`src/rtl/apcp_pkg.sv`:
```
// ----------------------------------------------------------------------------
// ASCII port command parser package
// Beat types, reply descriptors and character codes shared by the parser.
// ----------------------------------------------------------------------------
package apcp_pkg;

    localparam int QUEUE_DEPTH = 2;

    localparam logic [7:0] CHAR_S = 8'h53;
    localparam logic [7:0] CHAR_G = 8'h47;
    localparam logic [7:0] CHAR_X = 8'h58;
    localparam logic [7:0] CHAR_E = 8'h45;
    localparam logic [7:0] CHAR_R = 8'h52;
    localparam logic [7:0] CHAR_T = 8'h54;

    localparam logic [7:0] LATCH_A_RESET = 8'hFF;
    localparam logic [7:0] LATCH_B_RESET = 8'hF0;
    localparam logic [7:0] LATCH_C_RESET = 8'h00;

    typedef enum logic [1:0] {
        REPLY_ERR,
        REPLY_SET,
        REPLY_GET,
        REPLY_RST
    } reply_kind_t;

    typedef struct packed {
        logic [7:0] rx_byte;
        logic [7:0] pins_a;
        logic [7:0] pins_b;
        logic [7:0] pins_c;
    } in_beat_t;

    typedef struct packed {
        logic [7:0] tx_char;
        logic       last_char;
        logic [7:0] latch_a;
        logic [7:0] latch_b;
        logic [7:0] latch_c;
    } out_beat_t;

    typedef struct packed {
        reply_kind_t kind;
        logic        bad_port;
        logic [7:0]  value;
        logic [7:0]  latch_a;
        logic [7:0]  latch_b;
        logic [7:0]  latch_c;
    } reply_desc_t;

endpackage

```
`src/rtl/apcp_front.sv`:
```
// ----------------------------------------------------------------------------
// ASCII port command parser front end
// Collects command bytes, executes complete commands on the port latches and
// issues one reply descriptor per executed command.
// ----------------------------------------------------------------------------
module apcp_front
(
    input  logic                 clk,
    input  logic                 rst_n,
    input  logic                 accept,
    input  apcp_pkg::in_beat_t   beat,
    output logic                 push,
    output apcp_pkg::reply_desc_t desc
);

    function automatic logic [3:0] hex_value(input logic [7:0] c);
        logic [3:0] v;
        v = 4'd0;
        if (c >= 8'h61 && c <= 8'h66)
        begin
            v = 4'(c - 8'h57);
        end
        else if (c >= 8'h41 && c <= 8'h46)
        begin
            v = 4'(c - 8'h37);
        end
        else if (c >= 8'h30 && c <= 8'h39)
        begin
            v = 4'(c - 8'h30);
        end
        return v;
    endfunction

    logic [7:0] held_chars_reg [3];
    logic [1:0] held_count_reg;
    logic [1:0] held_count_next;
    logic [7:0] latch_a_reg, latch_b_reg, latch_c_reg;
    logic [7:0] latch_a_next, latch_b_next, latch_c_next;

    logic [7:0] cmd0;
    logic [7:0] cmd1;
    logic       is_set;
    logic       is_get;
    logic       incomplete;
    logic [3:0] port;
    logic [7:0] set_value;
    logic [7:0] get_value;
    logic       bad_port;

    always_comb
    begin
        cmd0       = (held_count_reg == 2'd0) ? beat.rx_byte : held_chars_reg[0];
        cmd1       = (held_count_reg == 2'd1) ? beat.rx_byte : held_chars_reg[1];
        is_set     = (cmd0 == apcp_pkg::CHAR_S);
        is_get     = (cmd0 == apcp_pkg::CHAR_G);
        incomplete = (is_set && held_count_reg != 2'd3) || (is_get && held_count_reg == 2'd0);
        port       = hex_value(cmd1);
        set_value  = {hex_value(held_chars_reg[2]), hex_value(beat.rx_byte)};
        bad_port   = (port > 4'd2);

        case (port)
            4'd0:    get_value = beat.pins_a;
            4'd1:    get_value = beat.pins_b;
            4'd2:    get_value = beat.pins_c;
            default: get_value = 8'h00;
        endcase

        latch_a_next = latch_a_reg;
        latch_b_next = latch_b_reg;
        latch_c_next = latch_c_reg;
        if (accept && !incomplete && (is_set || is_get))
        begin
            case (port)
                4'd0:    latch_a_next = is_set ? set_value : 8'hFF;
                4'd1:    latch_b_next = is_set ? set_value : 8'hFF;
                4'd2:    latch_c_next = is_set ? set_value : 8'hFF;
                default: ;
            endcase
        end

        held_count_next = held_count_reg;
        if (accept)
        begin
            held_count_next = incomplete ? held_count_reg + 2'd1 : 2'd0;
        end

        push          = accept && !incomplete;
        desc.bad_port = (is_set || is_get) && bad_port;
        desc.value    = get_value;
        desc.latch_a  = latch_a_next;
        desc.latch_b  = latch_b_next;
        desc.latch_c  = latch_c_next;
        if (is_set)
        begin
            desc.kind = apcp_pkg::REPLY_SET;
        end
        else if (is_get)
        begin
            desc.kind = apcp_pkg::REPLY_GET;
        end
        else if (cmd0 == apcp_pkg::CHAR_X)
        begin
            desc.kind = apcp_pkg::REPLY_RST;
        end
        else
        begin
            desc.kind = apcp_pkg::REPLY_ERR;
        end
    end

    always_ff @(posedge clk or negedge rst_n)
    begin
        if (!rst_n)
        begin
            held_count_reg <= 2'd0;
            latch_a_reg    <= apcp_pkg::LATCH_A_RESET;
            latch_b_reg    <= apcp_pkg::LATCH_B_RESET;
            latch_c_reg    <= apcp_pkg::LATCH_C_RESET;
        end
        else
        begin
            held_count_reg <= held_count_next;
            latch_a_reg    <= latch_a_next;
            latch_b_reg    <= latch_b_next;
            latch_c_reg    <= latch_c_next;
        end
    end

    always_ff @(posedge clk)
    begin
        if (accept && incomplete)
        begin
            held_chars_reg[held_count_reg] <= beat.rx_byte;
        end
    end

    // A partial command always starts with a set or get opcode.
    assert property (@(posedge clk) disable iff (!rst_n)
        held_count_reg != 2'd0 |->
            (held_chars_reg[0] == apcp_pkg::CHAR_S || held_chars_reg[0] == apcp_pkg::CHAR_G))
        else $error("partial command without set or get opcode");

endmodule

```
`src/rtl/apcp_queue.sv`:
```
// ----------------------------------------------------------------------------
// ASCII port command parser reply queue
// Small first-in first-out buffer of reply descriptors between the two halves.
// ----------------------------------------------------------------------------
module apcp_queue
#(
    parameter int DEPTH = apcp_pkg::QUEUE_DEPTH
)
(
    input  logic                  clk,
    input  logic                  rst_n,
    input  logic                  push,
    input  apcp_pkg::reply_desc_t push_data,
    output logic                  full,
    input  logic                  pop,
    output logic                  pop_valid,
    output apcp_pkg::reply_desc_t pop_data
);

    localparam int PTR_W = (DEPTH > 1) ? $clog2(DEPTH) : 1;
    localparam int CNT_W = $clog2(DEPTH + 1);

    apcp_pkg::reply_desc_t entries_reg [DEPTH];
    logic [PTR_W-1:0] wr_ptr_reg, rd_ptr_reg;
    logic [CNT_W-1:0] count_reg;

    assign full      = (count_reg == CNT_W'(DEPTH));
    assign pop_valid = (count_reg != '0);
    assign pop_data  = entries_reg[rd_ptr_reg];

    always_ff @(posedge clk or negedge rst_n)
    begin
        if (!rst_n)
        begin
            wr_ptr_reg <= '0;
            rd_ptr_reg <= '0;
            count_reg  <= '0;
        end
        else
        begin
            if (push)
            begin
                wr_ptr_reg <= (wr_ptr_reg == PTR_W'(DEPTH - 1)) ? '0 : wr_ptr_reg + PTR_W'(1);
            end
            if (pop)
            begin
                rd_ptr_reg <= (rd_ptr_reg == PTR_W'(DEPTH - 1)) ? '0 : rd_ptr_reg + PTR_W'(1);
            end
            if (push && !pop)
            begin
                count_reg <= count_reg + CNT_W'(1);
            end
            else if (pop && !push)
            begin
                count_reg <= count_reg - CNT_W'(1);
            end
        end
    end

    always_ff @(posedge clk)
    begin
        if (push)
        begin
            entries_reg[wr_ptr_reg] <= push_data;
        end
    end

    assert property (@(posedge clk) disable iff (!rst_n) !(push && full))
        else $error("reply queue overflow");

    assert property (@(posedge clk) disable iff (!rst_n) !(pop && !pop_valid))
        else $error("reply queue underflow");

endmodule

```
`src/rtl/apcp_back.sv`:
```
// ----------------------------------------------------------------------------
// ASCII port command parser back end
// Expands reply descriptors into reply characters, one beat per cycle unless stalled.
// ----------------------------------------------------------------------------
module apcp_back
(
    input  logic                  clk,
    input  logic                  rst_n,
    input  logic                  q_valid,
    input  apcp_pkg::reply_desc_t q_data,
    output logic                  q_pop,
    output logic                  reply_valid,
    input  logic                  reply_ready,
    output apcp_pkg::out_beat_t   reply
);

    function automatic logic [7:0] hex_char(input logic [3:0] nib);
        return (nib <= 4'd9) ? {4'h0, nib} + 8'h30 : {4'h0, nib} + 8'h37;
    endfunction

    apcp_pkg::reply_desc_t cur_reg;
    logic                  cur_valid_reg;
    logic [2:0]            idx_reg;
    apcp_pkg::out_beat_t   out_reg;
    logic                  out_valid_reg;

    logic [2:0] len;
    logic [2:0] pos;
    logic [7:0] ch;
    logic       load;
    logic       last;

    always_comb
    begin
        pos = idx_reg - {2'b00, cur_reg.bad_port};
        ch  = apcp_pkg::CHAR_E;
        case (cur_reg.kind)
            apcp_pkg::REPLY_SET:
            begin
                len = 3'd1 + {2'b00, cur_reg.bad_port};
                if (!(cur_reg.bad_port && idx_reg == 3'd0))
                begin
                    ch = apcp_pkg::CHAR_S;
                end
            end
            apcp_pkg::REPLY_GET:
            begin
                len = 3'd3 + {2'b00, cur_reg.bad_port};
                if (!(cur_reg.bad_port && idx_reg == 3'd0))
                begin
                    case (pos)
                        3'd0:    ch = apcp_pkg::CHAR_G;
                        3'd1:    ch = hex_char(cur_reg.value[7:4]);
                        default: ch = hex_char(cur_reg.value[3:0]);
                    endcase
                end
            end
            apcp_pkg::REPLY_RST:
            begin
                len = 3'd5;
                case (idx_reg)
                    3'd0:    ch = apcp_pkg::CHAR_R;
                    3'd1:    ch = apcp_pkg::CHAR_E;
                    3'd2:    ch = apcp_pkg::CHAR_S;
                    3'd3:    ch = apcp_pkg::CHAR_E;
                    default: ch = apcp_pkg::CHAR_T;
                endcase
            end
            default:
            begin
                len = 3'd1;
            end
        endcase

        load  = cur_valid_reg && (!out_valid_reg || reply_ready);
        last  = (idx_reg == len - 3'd1);
        q_pop = q_valid && (!cur_valid_reg || (load && last));
    end

    assign reply_valid = out_valid_reg;
    assign reply       = out_reg;

    always_ff @(posedge clk or negedge rst_n)
    begin
        if (!rst_n)
        begin
            cur_valid_reg <= 1'b0;
            idx_reg       <= 3'd0;
            out_valid_reg <= 1'b0;
        end
        else
        begin
            if (q_pop)
            begin
                cur_valid_reg <= 1'b1;
                idx_reg       <= 3'd0;
            end
            else if (load)
            begin
                cur_valid_reg <= !last;
                idx_reg       <= last ? 3'd0 : idx_reg + 3'd1;
            end
            if (load)
            begin
                out_valid_reg <= 1'b1;
            end
            else if (reply_ready)
            begin
                out_valid_reg <= 1'b0;
            end
        end
    end

    always_ff @(posedge clk)
    begin
        if (q_pop)
        begin
            cur_reg <= q_data;
        end
        if (load)
        begin
            out_reg.tx_char   <= ch;
            out_reg.last_char <= last;
            out_reg.latch_a   <= cur_reg.latch_a;
            out_reg.latch_b   <= cur_reg.latch_b;
            out_reg.latch_c   <= cur_reg.latch_c;
        end
    end

    assert property (@(posedge clk) disable iff (!rst_n) cur_valid_reg |-> idx_reg < len)
        else $error("reply index beyond reply length");

    // A waiting beat that is not the final one implies its reply is still in progress.
    assert property (@(posedge clk) disable iff (!rst_n)
        (out_valid_reg && !out_reg.last_char) |-> cur_valid_reg)
        else $error("non-final beat without a reply in progress");

endmodule

```
`src/rtl/ascii_port_command_parser.sv`:
```
// ----------------------------------------------------------------------------
// ASCII port command parser
// Parses serial command bytes and drives three 8-bit port latches.
// ----------------------------------------------------------------------------
// Each cmd beat carries one received byte and the current pin levels of the
// three ports. Complete commands are executed at once in the front end, which
// updates the port latches and queues a reply descriptor. The back end turns
// each descriptor into one to five reply beats on the reply channel, one per
// cycle unless reply_ready stalls it; last_char marks the final character of a
// reply and every beat carries the latch values after its command.
// A cmd beat is taken in every cycle while the reply queue has room. The
// descriptor of a completed command passes through the queue, the current
// reply register and the output register before its first character shows.
// Sustained throughput is set by the serializing back end: one byte per cycle
// for short-reply commands, lower when each byte has a five-character reply.
// Reset clears the pending command and loads the latches with 0xFF, 0xF0 and
// 0x00. When the receiver stalls, the output register holds its beat, the
// queue fills, and cmd_ready falls until the back end drains again.
// ----------------------------------------------------------------------------
module ascii_port_command_parser
#(
    parameter int QUEUE_DEPTH = apcp_pkg::QUEUE_DEPTH
)
(
    input  logic                clk,
    input  logic                rst_n,
    input  logic                cmd_valid,
    output logic                cmd_ready,
    input  apcp_pkg::in_beat_t  cmd,
    output logic                reply_valid,
    input  logic                reply_ready,
    output apcp_pkg::out_beat_t reply
);

    logic                  accept;
    logic                  push;
    apcp_pkg::reply_desc_t push_desc;
    logic                  q_full;
    logic                  q_pop;
    logic                  q_valid;
    apcp_pkg::reply_desc_t q_data;

    assign cmd_ready = !q_full;
    assign accept    = cmd_valid && cmd_ready;

    apcp_front u_front
    (
        .clk   (clk),
        .rst_n (rst_n),
        .accept(accept),
        .beat  (cmd),
        .push  (push),
        .desc  (push_desc)
    );

    apcp_queue #(.DEPTH(QUEUE_DEPTH)) u_queue
    (
        .clk      (clk),
        .rst_n    (rst_n),
        .push     (push),
        .push_data(push_desc),
        .full     (q_full),
        .pop      (q_pop),
        .pop_valid(q_valid),
        .pop_data (q_data)
    );

    apcp_back u_back
    (
        .clk        (clk),
        .rst_n      (rst_n),
        .q_valid    (q_valid),
        .q_data     (q_data),
        .q_pop      (q_pop),
        .reply_valid(reply_valid),
        .reply_ready(reply_ready),
        .reply      (reply)
    );

endmodule

```
`config.mk`:
```
export PLATFORM = sky130hd
export DESIGN_NAME = ascii_port_command_parser
export DESIGN_NICKNAME = d
export VERILOG_FILES = /design/src/rtl/apcp_pkg.sv /design/src/rtl/apcp_front.sv /design/src/rtl/apcp_queue.sv /design/src/rtl/apcp_back.sv /design/src/rtl/ascii_port_command_parser.sv
export SDC_FILE = /design/constraint.sdc
export NUM_CORES = 1
export LEC_CHECK = 0
export BUFFER_PORTS_ARGS = -buffer_cell sky130_fd_sc_hd__buf_2
export CORE_MARGIN = 3
export CORE_UTILIZATION = 55
export DETAILED_ROUTE_END_ITERATION = 10
export PLACE_DENSITY = 0.74
export SETUP_SLACK_MARGIN = 0.05
export SKIP_LAST_GASP = 1
export SLEW_MARGIN = 25
export SYNTH_ARGS = -nofsm -noshare
export SYNTH_HDL_FRONTEND = slang
export SYNTH_SLANG_ARGS = --single-unit
```
`constraint.sdc`:
```
create_clock -name clk -period 5.35 [get_ports clk]
set_input_delay 1.605 -clock clk [delete_from_list [all_inputs] [get_ports clk]]
set_output_delay 1.605 -clock clk [all_outputs]
set_load 0.05 [all_outputs]
```
# Word level (Yosys, flattened, before mapping)
# Memories as Yosys holds them, arrays and structs flattened. A register that Yosys moved wholly into a read port is not among the register bits.
# Cells that the tools add are included.
# classes
n_eq_ne	16
n_mux	46
reduce_logical	42
addsub	23
magnitude_cmp	21
# ops
operator	count
8-bit two-way mux	12
8-bit by 7-bit >= comparator with 1-bit output, second input constant	6
8-bit by 7-bit less-or-equal comparator with 1-bit output, second input constant	6
8-bit one-hot mux with 3 select lines	2
4-bit two-way mux	9
4-bit by 6-bit adder with 7-bit output, second input constant	4
8-bit by 7-bit == test with 1-bit output, second input constant	3
8-bit by 6-bit >= comparator with 1-bit output, second input constant	3
8-bit by 6-bit less-or-equal comparator with 1-bit output, second input constant	3
4-bit by 3-bit subtractor with 4-bit output, second input constant	6
1-bit logical AND	22
8-bit one-hot mux with 2 select lines	1
5-bit one-hot mux with 3 select lines	1
2-bit two-way mux	6
4-bit by 1-bit subtractor with 4-bit output, second input constant	3
1-bit two-way mux	10
3-bit two-way mux	3
3-bit one-hot mux with 3 select lines	1
4-bit less-or-equal comparator, second input constant	2
2-bit nonzero test	4
1-bit zero test	7
2-bit == test, second input constant	3
3-bit by 1-bit == test with 1-bit output, second input constant	2
3-bit by 2-bit == test with 1-bit output, second input constant	2
20 further kinds	27
# word_totals
n_memories	2
regBits	68
in_bits	36
ramBits	94
# memory_table
memory	words	width	read_ports	rd_ports_with_merged_regs	wr	line_no	text
u_queue.entries_reg	2	35	1	1	1	apcp_queue.sv:23	apcp_pkg::reply_desc_t entries_reg [DEPTH];
u_front.held_chars_reg	3	8	3	0	1	apcp_front.sv:34	logic [7:0] held_chars_reg [3];

# Logic depth before layout (Yosys ltp)
# depth
ltp_word	11
mapped_depth	11

# Hierarchy
# Synthesis repeated with hierarchy kept, for this count alone.
# unflattened
cells_unflattened	549
area_unflattened_um2	8748.4
# by_module_without_submodules
mod	n_inst	area_per_inst_um2	cells_per_inst
apcp_front	1	3006.6	248
apcp_back	1	2866.5	174
apcp_queue	1	2865.2	125
ascii_port_command_parser	1	10.0	2

# Least setup slack after synthesis
# OpenSTA, ideal clock, no wires.
# synth_timing
kind	input port to flip-flop
startpoint	in cmd[28] in the netlist's numbering
endpoint	mem u_queue.entries_reg[0][0] in the netlist's numbering (enable)
arrival_ns	4.550
slack_ns	0.329
stages	4
setup_ns	0.471
n_path_buf	0
required_time_ns	4.879
path_cell_list	and3b_1 -> nor3_1 -> nor2_1 -> nor3_1
# synth_via
elab_chain_cells	8
# synth_rtl
item	line_no	text
start: declaration	ascii_port_command_parser.sv:29	input apcp_pkg::in_beat_t cmd,
8-bit two-way mux *	apcp_front.sv:52	cmd0 = (held_count_reg == 2'd0) ? beat.rx_byte : held_chars_reg[0];
8-bit by 7-bit == test with 1-bit output, on equally long branches	apcp_front.sv:54, apcp_front.sv:55	
1-bit logical AND	apcp_front.sv:56	incomplete = (is_set && held_count_reg != 2'd3) || (is_get && held_count_reg == 2'd0);
1-bit logical OR *	apcp_front.sv:56	
1-bit zero test *	apcp_front.sv:87	push = accept && !incomplete;
1-bit logical AND *	apcp_front.sv:87	
1-bit two-way mux *	apcp_queue.sv:62	if (push)
1-bit two-way mux (not written as such) *	apcp_queue.sv:64	entries_reg[wr_ptr_reg] <= push_data;
end: declaration	apcp_queue.sv:23	
# Mark *: on every way between the ends. The rest lies on a longest branch, timed or not.

==> results.json <==
{
  "grt_use_total_pct": 18.7,
  "setup_tns_ns": 0,
  "p_leak_nw": 3.54,
  "drv_slew": 0,
  "drv_cap": 0,
  "ys_seq_elements": 196,
  "tightestPinTransition_ns": 0.950,
  "dpl.hpwl_um": 9640,
  "path_buf_inv": 1,
  "finClkSkew_ns": 0.00697,
  "synth_edf_count": 161,
  "num_rows": 44,
  "relSlewSlack_pct": 36.2,
  "drc": 0,
  "drt_iter0_markers": 404,
  "io_pins": 71,
  "post-cts-setup-buffer-count": 0,
  "place_congestion": 0.848,
  "critPathCaptureType": "register",
  "cp_max_fo": 10,
  "worst-path-stages": 6,
  "timing.rr.end": "u_queue.entries_reg[1][17]$_DFFE_PP_",
  "route.met2.wl_um": 7190,
  "dieArea_um2": 16400,
  "wire_per_inst_um": 18.2,
  "power_density_nw_per_um2": 510,
  "wl_met1_um": 6280,
  "clockBufferDepth": 2,
  "status": "finished clean",
  "seq_area_frac_synth_pct": 69.8,
  "cp-start-kind": "input port",
  "synth_fa_ha_area_share_pct": 3.36,
  "routed_wl_um": 14400,
  "antennaDiodeCount": 0,
  "cp-endpoint": "u_queue.entries_reg[0][2]$_DFFE_PP_",
  "yosys.cell_types.count": 62,
  "num_vias": 4604,
  "yosys-mux-area-fraction_pct": 9.03,
  "r2r_slack_ns": 1.67,
  "grt_pass1_vias": 4666,
  "cts_resized": 0,
  "ctsHoldBuffers": 0,
  "coreArea_um2": 14600,
  "grt_max_degree": 37,
  "p_total_w": 0.00480,
  "antenna_found_initial": 0,
  "grt_pass1_wl_um": 23600,
  "overflow": 0,
  "finalSetupViolCount": 0,
  "clk-insertion-delay-late_ns": 0.43,
  "max_freq_mhz": 250,
  "io_buffers": 69,
  "area_delta_synth_final_pct": 14.6,
  "cts.sinks": 196,
  "cts_root_buffer": "clkbuf_16",
  "route.met3.wl_um": 679,
  "reg2reg_depth": 9,
  "die_w_um": 128,
  "cts_tree": "built",
  "worstPathArrival_ns": 4.17,
  "worstSetupPathType": "in2reg",
  "dpl-instance-area_um2": 8770,
  "finalCriticalPeriod_ns": 3.99,
  "cp-startpoint": "cmd[28]",
  "fp.dieH_um": 128,
  "synthArstFlopShare_pct": 17.9,
  "cpMaxStageDelayCell": "nor3_2",
  "h-tree-depth": 4,
  "multi_input_area_um2": 2370,
  "synth_compound_area_share_pct": 7.44,
  "synthesis.area_um2": 8200,
  "final_cell_mix": "edfxtp_1 (161), buf_2 (69), mux2_2 (63), nand2_1 (24)",
  "path_delay_family": "simple AND/OR/NAND/NOR gates",
  "rsz0062_at_grt": "false",
  "cts_buffers": 17,
  "path_clk_slew_ns": 0.06,
  "syn_area_per_cell_um2": 16.0,
  "critical_path_required_ns": 5.52,
  "hp-class": "reg2reg",
  "slowest_delay_ns": 0.68,
  "r2r-start": "u_front.held_count_reg[1]$_DFFE_PN0P_",
  "viasPerCell": 5.81,
  "initial_core_util_pct": 56.2,
  "holdWs_ns": 0.419,
  "synth_warnings": 0,
  "peakVddDrop_uv": 229,
  "synthFlopType": "edfxtp_1",
  "nNetsFinal": 653,
  "largest_reg_flops": 70,
  "final_common_cell": "edfxtp_1",
  "synth-xor-area-share_pct": 0.854,
  "first_pass_iters": 5,
  "synth_top_family_by_area": "multiplexers",
  "timing_hold_violations_final": 0,
  "drtAntennaViolNets": 0,
  "min_period_over_period_pct": 74.6,
  "synthCells": 514,
  "yosys.area_share.simple_pct": 8.04,
  "fillers": 1008,
  "register_area_um2": 5730,
  "synth_nets": 572,
  "top_layer_used": "met4",
  "crit_chain": "buf_2 -> nor4bb_1 -> a22oi_1 -> nor3_2 -> nand3_1 -> mux2_2",
  "drive_gt1_share_pct": 31.3,
  "fin_area_um2": 9400
}
-- routing by layer --
metal	track usage, %	up-vias
met5	0	-
met4	7.55	0
met3	4.38	24
met2	31.4	141
met1	23.7	2277
li1	-	2162
-- worst min-delay path by stage --
stage                            startpoint                          to  slack, ns  depth (start not counted)
2_1_floorplan   u_back.cur_reg[0]$_DFFE_PP_   u_back.reply[0]$_DFFE_PP_       0.40                          0
3_3_place_gp   u_back.cur_reg[13]$_DFFE_PP_  u_back.reply[13]$_DFFE_PP_       0.40                          0
3_5_place_dp   u_back.cur_reg[13]$_DFFE_PP_  u_back.reply[13]$_DFFE_PP_       0.40                          0
4_1_cts         u_back.cur_reg[1]$_DFFE_PP_   u_back.reply[1]$_DFFE_PP_       0.42                          0
5_1_grt        u_back.cur_reg[10]$_DFFE_PP_  u_back.reply[10]$_DFFE_PP_       0.43                          0
6_report       u_back.cur_reg[10]$_DFFE_PP_  u_back.reply[10]$_DFFE_PP_       0.42                          0
-- final cells by class --
type                    count  area share [%]
clock buffers              17            4.53
clock inverters            15            2.13
inverters                  18           0.719
multi-input cells         288            25.2
flip-flops and latches    196            60.9
well taps                 184            2.45
repair buffers             74            4.07
-- worst reg2reg max path: cells and delay by family, from the launching register on --
| family | cells | cell delay [ns] |
|---|---|---|
| fa+ha+maj | 2 | 0.71 |
| compound gates | 2 | 0.68 |
| buf+inv | 1 | 0.10 |
| simple gates | 3 | 1.08 |
| mux | 1 | 0.44 |
| flops | 1 | 0.42 |
-- cell usage after synthesis, drive strengths merged, types with 2 or more instances --
library cell,n,area (µm²)
inv,18,67.6
o22ai,2,12.5
xor2,5,43.8
nor2b,3,18.8
and2,6,37.5
a221o,3,30.0
ha,22,275
nand3,9,45.0
o21ai,13,65.1
or3,2,12.5
o21a,2,15.0
a21oi,14,70.1
a221oi,2,17.5
a311oi,2,17.5
nor4b,6,82.6
mux2,64,721
dfrtp,23,576
o21bai,6,45.0
nor4,3,18.8
edfxtp,161,4830
dfstp,12,315
a22o,17,149
and3b,2,17.5
nor4bb,4,40.0
nor2,13,48.8
nor3b,5,37.5
clkbuf,10,37.5
a211oi,3,22.5
nand3b,3,22.5
o211ai,3,22.5
nor3,10,55.1
mux2i,2,20.0
buf,2,12.5
nand2,24,90.1
nand2b,8,50.1
or4b,5,50.1
xnor2,3,26.3
a21boi,4,30.0
-- metrics by stage --
step	utilization [%]	std cells	worst slack [ns]
after floorplan	-	514	0.329
after global placement	60.1	760	1.12
after detailed placement	60.1	760	0.992
after CTS	64.4	792	1.41
after global routing	64.4	792	1.11
final	64.4	792	1.36
-- where the power goes --
group	switching (W)	internal, W	total [W]
Combinational	0.000764	0.000390	0.00115
Sequential	0.000188	0.00212	0.00231
Clock	0.000545	0.000787	0.00133
-- cell families (layout without fill, tap and decap cells) --
| logic type | Yosys count | in the layout |
|---|---|---|
| buffers and inverters | 30 | 124 |
| adders and majority gates | 22 | 22 |
| other | 1 | 1 |
| muxes | 66 | 66 |
| xor gates and xnor gates | 8 | 8 |
| DFF | 196 | 196 |
| and+or+nand+nor | 107 | 107 |
| AOI/OAI and AO/OA | 84 | 84 |
Power figures use the tool's default switching activity.
